## src/rtl/core/slru_pkg.sv

```systemverilog
// Package for the segmented LRU cache: sizes, operation codes and the row types.
// Used by the channel interfaces, the row unit, the top level and the checker.
package slru_pkg;

   localparam int SEGMENTS = 16;
   localparam int WAYS = 8;
   localparam int SEG_BITS = $clog2(SEGMENTS);
   localparam int WAY_BITS = $clog2(WAYS);
   localparam int SLOT_BITS = SEG_BITS + WAY_BITS;
   localparam int FILL_BITS = $clog2(WAYS + 1);
   localparam int TOTAL_BITS = $clog2(SEGMENTS * WAYS + 1);
   localparam int CAP_BITS = 4;
   localparam int COUNT_BITS = 8;
   localparam int KEY_BITS = 32;
   localparam int DATA_BITS = 32;

   localparam logic [CAP_BITS-1:0] CAP_RESET = 4'd8;

   localparam logic KIND_INSERT = 1'b0;
   localparam logic KIND_GET = 1'b1;

   localparam logic [1:0] ROW_HOLD = 2'd0;
   localparam logic [1:0] ROW_DROP = 2'd1;
   localparam logic [1:0] ROW_AGE = 2'd2;
   localparam logic [1:0] ROW_PROMOTE = 2'd3;

   typedef logic [WAYS-1:0] valid_row_type;
   typedef logic [WAYS-1:0][WAY_BITS-1:0] rank_row_type;

   typedef struct packed {
      logic [1:0]          op;
      logic [WAY_BITS-1:0] way;
   } row_cmd_type;

   typedef struct packed {
      logic [FILL_BITS-1:0] fill;
      logic [WAY_BITS-1:0]  oldest_way;
      logic                 free_found;
      logic [WAY_BITS-1:0]  free_way;
   } row_stat_type;

endpackage

```

## src/rtl/core/slru_row_unit.sv

```systemverilog
// Recency row unit: applies one drop, age or promote step to the ways of a segment.
// Also reports the fill, the least recent way and the first free way. Uses slru_pkg.
module slru_row_unit import slru_pkg::*; (
   input  row_cmd_type   cmd,
   input  valid_row_type valid_in,
   input  rank_row_type  rank_in,
   output valid_row_type valid_out,
   output rank_row_type  rank_out,
   output row_stat_type  stat
);

   logic [FILL_BITS-1:0] fill;
   logic [WAY_BITS-1:0]  sel_rank;

   always_comb begin
      fill = '0;
      for (int w = 0; w < WAYS; w++) begin
         fill = fill + FILL_BITS'(valid_in[w]);
      end
   end

   always_comb begin
      stat.fill = fill;
      stat.oldest_way = '0;
      stat.free_found = 1'b0;
      stat.free_way = '0;
      for (int w = WAYS - 1; w >= 0; w--) begin
         if (valid_in[w] && (FILL_BITS'(rank_in[w]) + FILL_BITS'(1)) == fill) begin
            stat.oldest_way = WAY_BITS'(w);
         end
         if (!valid_in[w]) begin
            stat.free_found = 1'b1;
            stat.free_way = WAY_BITS'(w);
         end
      end
   end

   assign sel_rank = rank_in[cmd.way];

   always_comb begin
      valid_out = valid_in;
      rank_out = rank_in;
      case (cmd.op)
         ROW_DROP: begin
            for (int w = 0; w < WAYS; w++) begin
               if (valid_in[w] && rank_in[w] > sel_rank) begin
                  rank_out[w] = rank_in[w] - WAY_BITS'(1);
               end
            end
            valid_out[cmd.way] = 1'b0;
            rank_out[cmd.way] = '0;
         end
         ROW_AGE: begin
            for (int w = 0; w < WAYS; w++) begin
               if (valid_in[w]) begin
                  rank_out[w] = rank_in[w] + WAY_BITS'(1);
               end
            end
            if (stat.free_found) begin
               valid_out[stat.free_way] = 1'b1;
               rank_out[stat.free_way] = '0;
            end
         end
         ROW_PROMOTE: begin
            for (int w = 0; w < WAYS; w++) begin
               if (valid_in[w] && rank_in[w] < sel_rank) begin
                  rank_out[w] = rank_in[w] + WAY_BITS'(1);
               end
            end
            rank_out[cmd.way] = '0;
         end
         default: begin
            valid_out = valid_in;
            rank_out = rank_in;
         end
      endcase
   end

endmodule

```

## config.mk

```make
export PLATFORM = sky130hd
export DESIGN_NAME = slru_row_unit
export DESIGN_NICKNAME = d
export VERILOG_FILES = /design/src/rtl/core/slru_pkg.sv /design/src/rtl/core/slru_row_unit.sv
export SDC_FILE = /design/constraint.sdc
export NUM_CORES = 1
export LEC_CHECK = 0
export BUFFER_PORTS_ARGS = -buffer_cell sky130_fd_sc_hd__buf_2
export CAP_MARGIN = 10
export CORE_ASPECT_RATIO = 1.75
export CORE_MARGIN = 2
export CORE_UTILIZATION = 45
export DETAILED_ROUTE_END_ITERATION = 16
export PLACE_DENSITY = 0.68
export SYNTH_ARGS = -nofsm -noshare
export SYNTH_HDL_FRONTEND = slang
export SYNTH_SLANG_ARGS = --single-unit
export TNS_END_PERCENT = 10
```

## constraint.sdc

```tcl
create_clock -name vclk -period 13.6
set_clock_uncertainty 0.2 [all_clocks]
set_input_delay 1.36 -clock vclk [all_inputs]
set_output_delay 1.36 -clock vclk [all_outputs]
set_load 0.05 [all_outputs]
```

* After elaboration in Yosys (flattened, before gate mapping) *
Cells that the tools add are included.

word-level totals
  latch bits = 0
  memory bits (writable) = 0
  register bits = 0
  input bits = 37
  word-level logic and storage cells = 174
  bits in read-only memories = 0
  memories = 0
  output and inout port bits = 43

cells by class
  order comparisons = 20
  multiplexer cells = 78
  multiply operators = 0
  $add $sub $neg = 31
  shift operators = 0
  eq/ne operators = 11
  div/mod/pow operators = 0
  reduce and logical (&&, ||, !) cells = 26
  bitwise operators = 8

operators by type and width
  kind                                                         number
  two-way mux 3 bit                                            59
  bitwise AND 24 bit                                           3
  case mux 24 bit (3 select lines)                             1
  inverter 24 bit                                              2
  adder 3 x 1 -> 4 bit (second input constant)                 8
  == test 4 bit                                                8
  two-way mux 4 bit                                            8
  logical AND 1 bit                                            26
  adder 3 x 1 -> 3 bit (second input constant)                 8
  greater-than comparator 3 bit                                8
  less-than comparator 3 bit                                   8
  two-way mux 24 bit                                           1
  subtractor 3 x 1 -> 3 bit (second input constant)            8
  demux 3 bit (select 3 bit)                                   2
  adder 4 x 1 -> 4 bit                                         4
  case mux 8 bit (2 select lines)                              1
  binary-select mux 3 bit (select 3 bit)                       1
  bitwise AND 8 bit                                            1
  less-than comparator 3 x 4 -> 1 bit (second input constant)  2
  two-way mux 8 bit                                            1
  inverter 8 bit                                               1
  bitwise OR 8 bit                                             1
  demux 1 bit (select 3 bit)                                   2
  >= comparator 3 x 1 -> 1 bit (second input constant)         2
  other kinds (6)                                              8

* Longest topological paths before layout *
Gate-level depths: netlist (run 1).

  word-level depth = 17
  gate-level depth with buffers = 17
  depth with buffers taken out = 14

* Worst setup path before layout (run 1) *
OpenSTA, ideal clock, no wires.

  path kind = input port to output port
  start = in valid_in[0]
  end = out stat[6] in the netlist's numbering
  path slack = 5.449 ns
  stages = 17
  required time = 12.040 ns
  buffers on the path = 3
  data arrival time = 6.591 ns
  cell sequence = buf_2 > clkbuf_1 > inv_1 > fa_1 > fa_1 > fa_1 > inv_1 > ha_1 > fa_1 > buf_2 > xor2_1 > nor2_1 > nand3_1 > or3b_2 > nand2_1 > nor2_1 > a2111oi_2

RTL lines
  element             RTL line            source
  start: declaration  slru_row_unit.sv:5  input valid_row_type valid_in,
  end: declaration    slru_row_unit.sv:9  output row_stat_type stat

==> metrics.md, run 1 <==
| Metric | Value |
|---|---|
| RSZ-0062 raised after global routing | `no` |
| Slew Viols, Final | `0` |
| Net count after synthesis | `between 600 and 700` |
| Mux cell area share after synthesis | `roughly 6.5%` |
| Initial antenna violation count | `0` |
| WL final | `13,500 um` |
| DR DRC count | `0` |
| Max_slew headroom | `29.7%` |
| Worst Max-Slew Pin Slew | `1.05 ns` |
| Synth Cell Area | `between 3000 and 4000 um2` |
| Logic gate share of total power | `100.0%` |
| Final setup fails | `0` |
| Crit path required time | `12.04 ns` |
| Area delta synth->final | `11.5%` |
| Ant. Diodes | `0` |
| Distinct cells, synth | `60` |
| FFs & Latches | `0` |
| Startpoint types | `primary input` |
| GR Util All Layers | `a little under a third` |
| Post-Syn Instances | `approximately 550` |
| Non-filler cells, final | `687` |
| Row count | `43` |
| Main combinational cell family by area after synthesis | `compound AO/OA/AOI/OAI gates` |
| I/O pins | `80` |
| Most area-hungry cell type in the Yosys netlist | `ha_1` |
| Die height | `about 120 um` |
| Initial DRT Pass Iterations | `7` |
| First-pass GRT wire length | `21,200 um` |
| Register area share after synthesis | `0%` |
| Run status | `completed` |
| Fin Hold WS | `2.98 ns` |
| CP max FO | `17` |
| Net Sw Frac | `68.0%` |
| Crit path kind | `primary input to primary output` |
| Port bufs | `80` |
| Flip-flop and latch area | `0 um2` |
| Hold Path Class | `primary input to primary output` |
| DP Cell Count | `687` |
| Area share of the largest cell type after synthesis | `16.4%` |
| Largest net degree at the start of global routing | `26` |
| GP Congestion | `0.986` |
| Syn Area/Cell | `6.59 um2` |
| Share of cells above drive strength 1 | `16.9%` |
| Resize count post-CTS | `0` |
| CP endpoint kind | `primary output` |
| Initial Util | `45.8%` |
| Wire per inst | `approximately 20 um` |
| XOR/XNOR Fraction of Synth Area | `10.3%` |
| Max VDD drop | `0.0610 mV` |
| Nets@finish | `about 690` |
| Adder-cell area share of the yosys netlist | `18.6%` |
| Setup TNS | `0 ns` |
| Die area | `roughly 8800 um2` |
| Final Critical Period | `7.57 ns` |
| Final worst path period share | `55.7%` |
| CLK BUF | `0` |
| Routed vias | `roughly 4,400` |
| Fmax | `0.132 GHz` |
| Post-route ant nets | `0` |
| Top post-synthesis cells by area | `ha_1 (16%), o21ai_0 (7.0%), nand2_1 (5.8%)` |
| Setup crit end | `stat[6]` |
| Post-CTS Setup Inserts | `0` |
| Critical Path Start | `valid_in[0]` |
| Internal power | `109 uW` |
| Die width | `71.6 um` |
| Final HPWL DP | `around 10,000 um` |
| Cell area power density | `between 80 and 90 nW/um2` |
| Core box area | `7860 um2` |
| Warnings, synthesis | `0` |
| Simple-gate portion of the synthesized area | `between 20% and 30%` |
| Vias in the first global route | `4,142` |
| NetSw | `about 230 uW` |
| Grt total ovfl | `0` |
| Post-CTS Hold Fix Bufs | `0` |
| Post-synthesis compound-gate area fraction | `31.0%` |
| Crit path DAT | `6.01 ns` |
| FILL cells | `825` |
| Via density | `6.46` |
| Max-Cap Viols | `0` |
| Lkg Pwr | `0.00186 uW` |
| Fin. Hold Viols | `0` |
| Clock share of power | `0%` |
| DP Worst Slack | `slightly above 6 ns` |
| Sequential share of power | `0%` |
| Initial drt markers | `336` |
| PnR worst setup slack | `between 6 and 7 ns` |
==> logic make-up after synthesis <==
logic type	count (synthesis)
AND/OR/NAND/NOR	186
AO/OA/AOI/OAI	173
buffers and inverters	77
adder cells (fa/ha/maj)	51
XOR/XNOR	40
multiplexers	19
==> through the flow <==
step           utilization (%)  power, uW  area [um2]
2_1_floorplan                -        262        3600
3_3_place_gp              51.1        330        4010
3_5_place_dp              51.1        337        4010
4_1_cts                   51.1        338        4010
5_1_grt                   51.1        370        4010
6_report                  51.1        342        4010
==> per-layer routing <==
layer | vias up | wire length, um | track usage [%]
li1 | 2098 | - | -
met1 | 2077 | 5260 | 37.6
met2 | 203 | 6610 | 53.0
met3 | 58 | 845 | 2.22
met4 | 0 | 757 | 14.9
met5 | - | 0 | 0
==> how the worst min path moves through the flow <==
stage                 from           end  cells past startpoint
2_1_floorplan  rank_in[17]  rank_out[17]                      1
3_3_place_gp   rank_in[17]  rank_out[17]                      3
3_5_place_dp   rank_in[17]  rank_out[17]                      3
4_1_cts        rank_in[17]  rank_out[17]                      3
5_1_grt        rank_in[17]  rank_out[17]                      3
6_report       rank_in[17]  rank_out[17]                      3
==> power by group through the flow <==
stage	Sequential [uW]	Clock (uW)	Combinational, uW
after global routing	0	0	370
after CTS	0	0	338
after global placement	0	0	330
after floorplan	0	0	262
final	0	0	342
after detailed placement	0	0	337
==> cell usage in the layout (no fill, tap or decap), drive strengths merged, types with 7 or more instances in the layout <==
cell type  netlist  routed
a21oi           35      35
a22oi            7       7
a31oi           16      16
buf              8      85
ha              47      47
inv             40      40
mux2i           11      11
nand2           56      56
nand3           26      26
nand4           11      11
nor2            42      42
nor2b           12      12
o21ai           50      50
o22ai           11      11
xnor2           24      24
xor2            16      16
==> worst max-delay path, cell delays in order <==
cell and delay, ns:
buf_2 0.25, inv_1 0.13, fa_1 0.57, fa_1 0.44, fa_1 0.49, inv_1 0.04
ha_1 0.20, fa_1 0.83, xor2_1 0.13, nor2_1 0.15, nand3_1 0.08, or3b_2 0.46
nand2_1 0.10, nor2_1 0.05, a2111oi_2 0.38, buf_2 0.34
==> synthesized netlist by cell type, types with 5 or more instances <==
cell / n
ha_1: 47
nand4_1: 11
and3_1: 5
o21ai_0: 50
nor4b_1: 5
or3_1: 6
nand3_1: 26
nor2_1: 42
o21a_1: 5
a32oi_1: 5
o31ai_1: 6
a22oi_1: 7
clkbuf_1: 26
a21oi_1: 35
a22o_1: 5
xor2_1: 15
mux2_2: 5
nor3_1: 5
nand2_1: 56
o22ai_1: 11
nor2b_1: 12
mux2i_1: 11
xnor2_1: 24
nand2b_1: 5
a31oi_1: 16
inv_1: 40
==> final cells by class <==
type                       instances  area (um2)  area share, %
tap                               90         113           2.81
timing repair buffer              85         438           10.9
inverter                          43         161           4.02
multi-input combinational        469        3300           82.2
(Power assumes the default switching activity.)
==> run 2: changes to the inputs <==
Settings changed: PLACE_DENSITY 0.68 to 0.71.
Clock period 13.6 ns to 6.3 ns, I/O delays scaled along.
==> run 2 against run 1 <==
Non-clock buffer count rose by 2. Critical path depth did not move. Combinational power rose by 120%. Utilization rose by 0.46 points. Global-route usage rose by 0.45 points. Critical endpoint is now stat[4]. Setup slack got worse by 5.7 ns. Largest cell class unchanged. Critical path type unchanged. First-iteration DRC count rose by 9.5%.
==> metrics.md, run 2 (synthesized netlist as in run 1, its figures left out) <==
| Metric | Value |
|---|---|
| Die height | `122 um (unchanged)` |
| Internal power | `243 uW (was 109 uW)` |
| Port bufs | `80 (unchanged)` |
| Sequential share of power | `0% (about the same)` |
| Final setup fails | `0 (unchanged)` |
| Ant. Diodes | `0 (unchanged)` |
| GR Util All Layers | `31.0% (was 30.5%)` |
| Initial Util | `45.8% (unchanged)` |
| Wire per inst | `20.0 um (was 19.6 um)` |
| PnR worst setup slack | `0.359 ns (was 6.03 ns)` |
| Max-Cap Viols | `0 (unchanged)` |
| DR DRC count | `0 (unchanged)` |
| Startpoint types | `primary input (unchanged)` |
| Post-route cell area | `4050 um2 (was 4010 um2)` |
| Via density | `6.61 (was 6.46)` |
| Nets@finish | `689 (was 687)` |
| Clock share of power | `0% (about the same)` |
| Fin. Hold Viols | `0 (unchanged)` |
| Vias in the first global route | `4,321 (was 4,142)` |
| Initial DRT Pass Iterations | `6 (was 7)` |
| Commonest cells after routing, fill and taps aside | `buf_2 (80), nand2_1 (56), o21ai_0 (50) (unchanged)` |
| Lkg Pwr | `0.00187 uW (was 0.00186 uW)` |
| Cell area after placement | `4050 um2 (was 4010 um2)` |
| Crit path required time | `5.47 ns (was 12.04 ns)` |
| Crit path DAT | `5.11 ns (was 6.01 ns)` |
| Final Critical Period | `5.94 ns` |
| Fmax | `0.168 GHz` |
| Net Sw Frac | `67.7% (was 68.0%)` |
| CP endpoint kind | `primary output (unchanged)` |
| Area delta synth->final | `12.5% (was 11.5%)` |
| WL final | `13,800 um (was 13,500 um)` |
| Post-CTS Setup Inserts | `0 (unchanged)` |
| NetSw | `510 uW (was 233 uW)` |
| Largest net degree at the start of global routing | `39 (was 26)` |
| Die width | `71.6 um (unchanged)` |
| Hold Path Class | `primary input to primary output (unchanged)` |
| Share of cells above drive strength 1 | `17.5% (was 16.9%)` |
| Die area | `8750 um2 (unchanged)` |
| Setup TNS | `0 ns (unchanged)` |
| Final HPWL DP | `10,700 um (was 10,400 um)` |
| Resize count post-CTS | `0 (unchanged)` |
| I/O pins | `80 (unchanged)` |
| Worst Max-Slew Pin Slew | `0.737 ns (was 1.05 ns)` |
| Initial drt markers | `368 (was 336)` |
| Row count | `43 (unchanged)` |
| Post-CTS Hold Fix Bufs | `0 (unchanged)` |
| Routed vias | `4,557 (was 4,436)` |
| Grt total ovfl | `0 (unchanged)` |
| Post-route ant nets | `0 (unchanged)` |
| CP max FO | `15 (was 17)` |
| Logic gate share of total power | `100.0% (about the same)` |
| Max VDD drop | `0.0799 mV (was 0.0610 mV)` |
| Slew Viols, Final | `0 (unchanged)` |
| Core box area | `7860 um2 (unchanged)` |
| GP Congestion | `0.959 (was 0.986)` |
| Run status | `completed (unchanged)` |
| Initial antenna violation count | `0 (unchanged)` |
| DP Worst Slack | `0.418 ns (was 6.12 ns)` |
| Crit path kind | `primary input to primary output (unchanged)` |
| Max_slew headroom | `50.9% (was 29.7%)` |
| CLK BUF | `0 (unchanged)` |
| FFs & Latches | `0 (unchanged)` |
| Final worst path period share | `94.3%` |
| First-pass GRT wire length | `21,700 um (was 21,200 um)` |
| Cell area power density | `186 nW/um2 (was 85.3 nW/um2)` |
| RSZ-0062 raised after global routing | `no (unchanged)` |
| Most common cell after layout, fill and taps aside | `buf_2 (unchanged)` |
| Flip-flop and latch area | `0 um2 (unchanged)` |
-- run 2: changes by cell type in the layout (fill, tap and decap cells not counted), sizes merged --
cell	previous run	this run
buf	85	87
-- run 2: critical path: stages --
cell,delay (ns)
buf_2,0.24
inv_1,0.13
fa_1,0.54
fa_1,0.43
fa_1,0.49
inv_1,0.04
ha_1,0.20
fa_1,0.81
xnor2_1,0.21
nand2b_1,0.08
nor4b_1,0.27
o21bai_1,0.22
a31oi_1,0.06
or4_1,0.43
nand2_1,0.07
buf_2,0.26
-- run 2: layout make-up --
type                       count  area (um2)
fill                         822        3810
inverter                      43         161
multi-input combinational    469        3320
tap                           90         113
timing repair buffer          87         453
-- run 2: metal layers --
metal | vias to the layer above | routed length (um) | global-route usage, %
met1 | 2115 | 5010 | 36.0
met2 | 268 | 6600 | 53.4
met4 | 0 | 1080 | 20.3
li1 | 2101 | - | -
met5 | - | 0 | 0
met3 | 73 | 1080 | 2.71
-- run 2: path summary, 6_finish.rpt --
| check | startpoint | end | slack (ns) | cells after the start |
|---|---|---|---|---|
| worst max-delay path | valid_in[1] | stat[4] | 0.36 | 16 |
| worst min-delay path | rank_in[17] | rank_out[17] | 1.50 | 3 |
-- run 2: per-stage QoR --
stage                     utilization, %  std cells  hold slack (ns)  power [uW]
after floorplan                        -        546             1.34         578
after global placement              51.5        689             1.49         728
after detailed placement            51.5        689             1.49         742
after CTS                           51.5        689             1.50         744
after global routing                51.5        689             1.52         815
final                               51.5        689             1.50         753
-- run 2: power groups by stage --
stage	clock network, uW	registers, uW	logic [uW]
2_1_floorplan	0	0	578
4_1_cts	0	0	744
3_3_place_gp	0	0	728
6_report	0	0	753
3_5_place_dp	0	0	742
5_1_grt	0	0	815
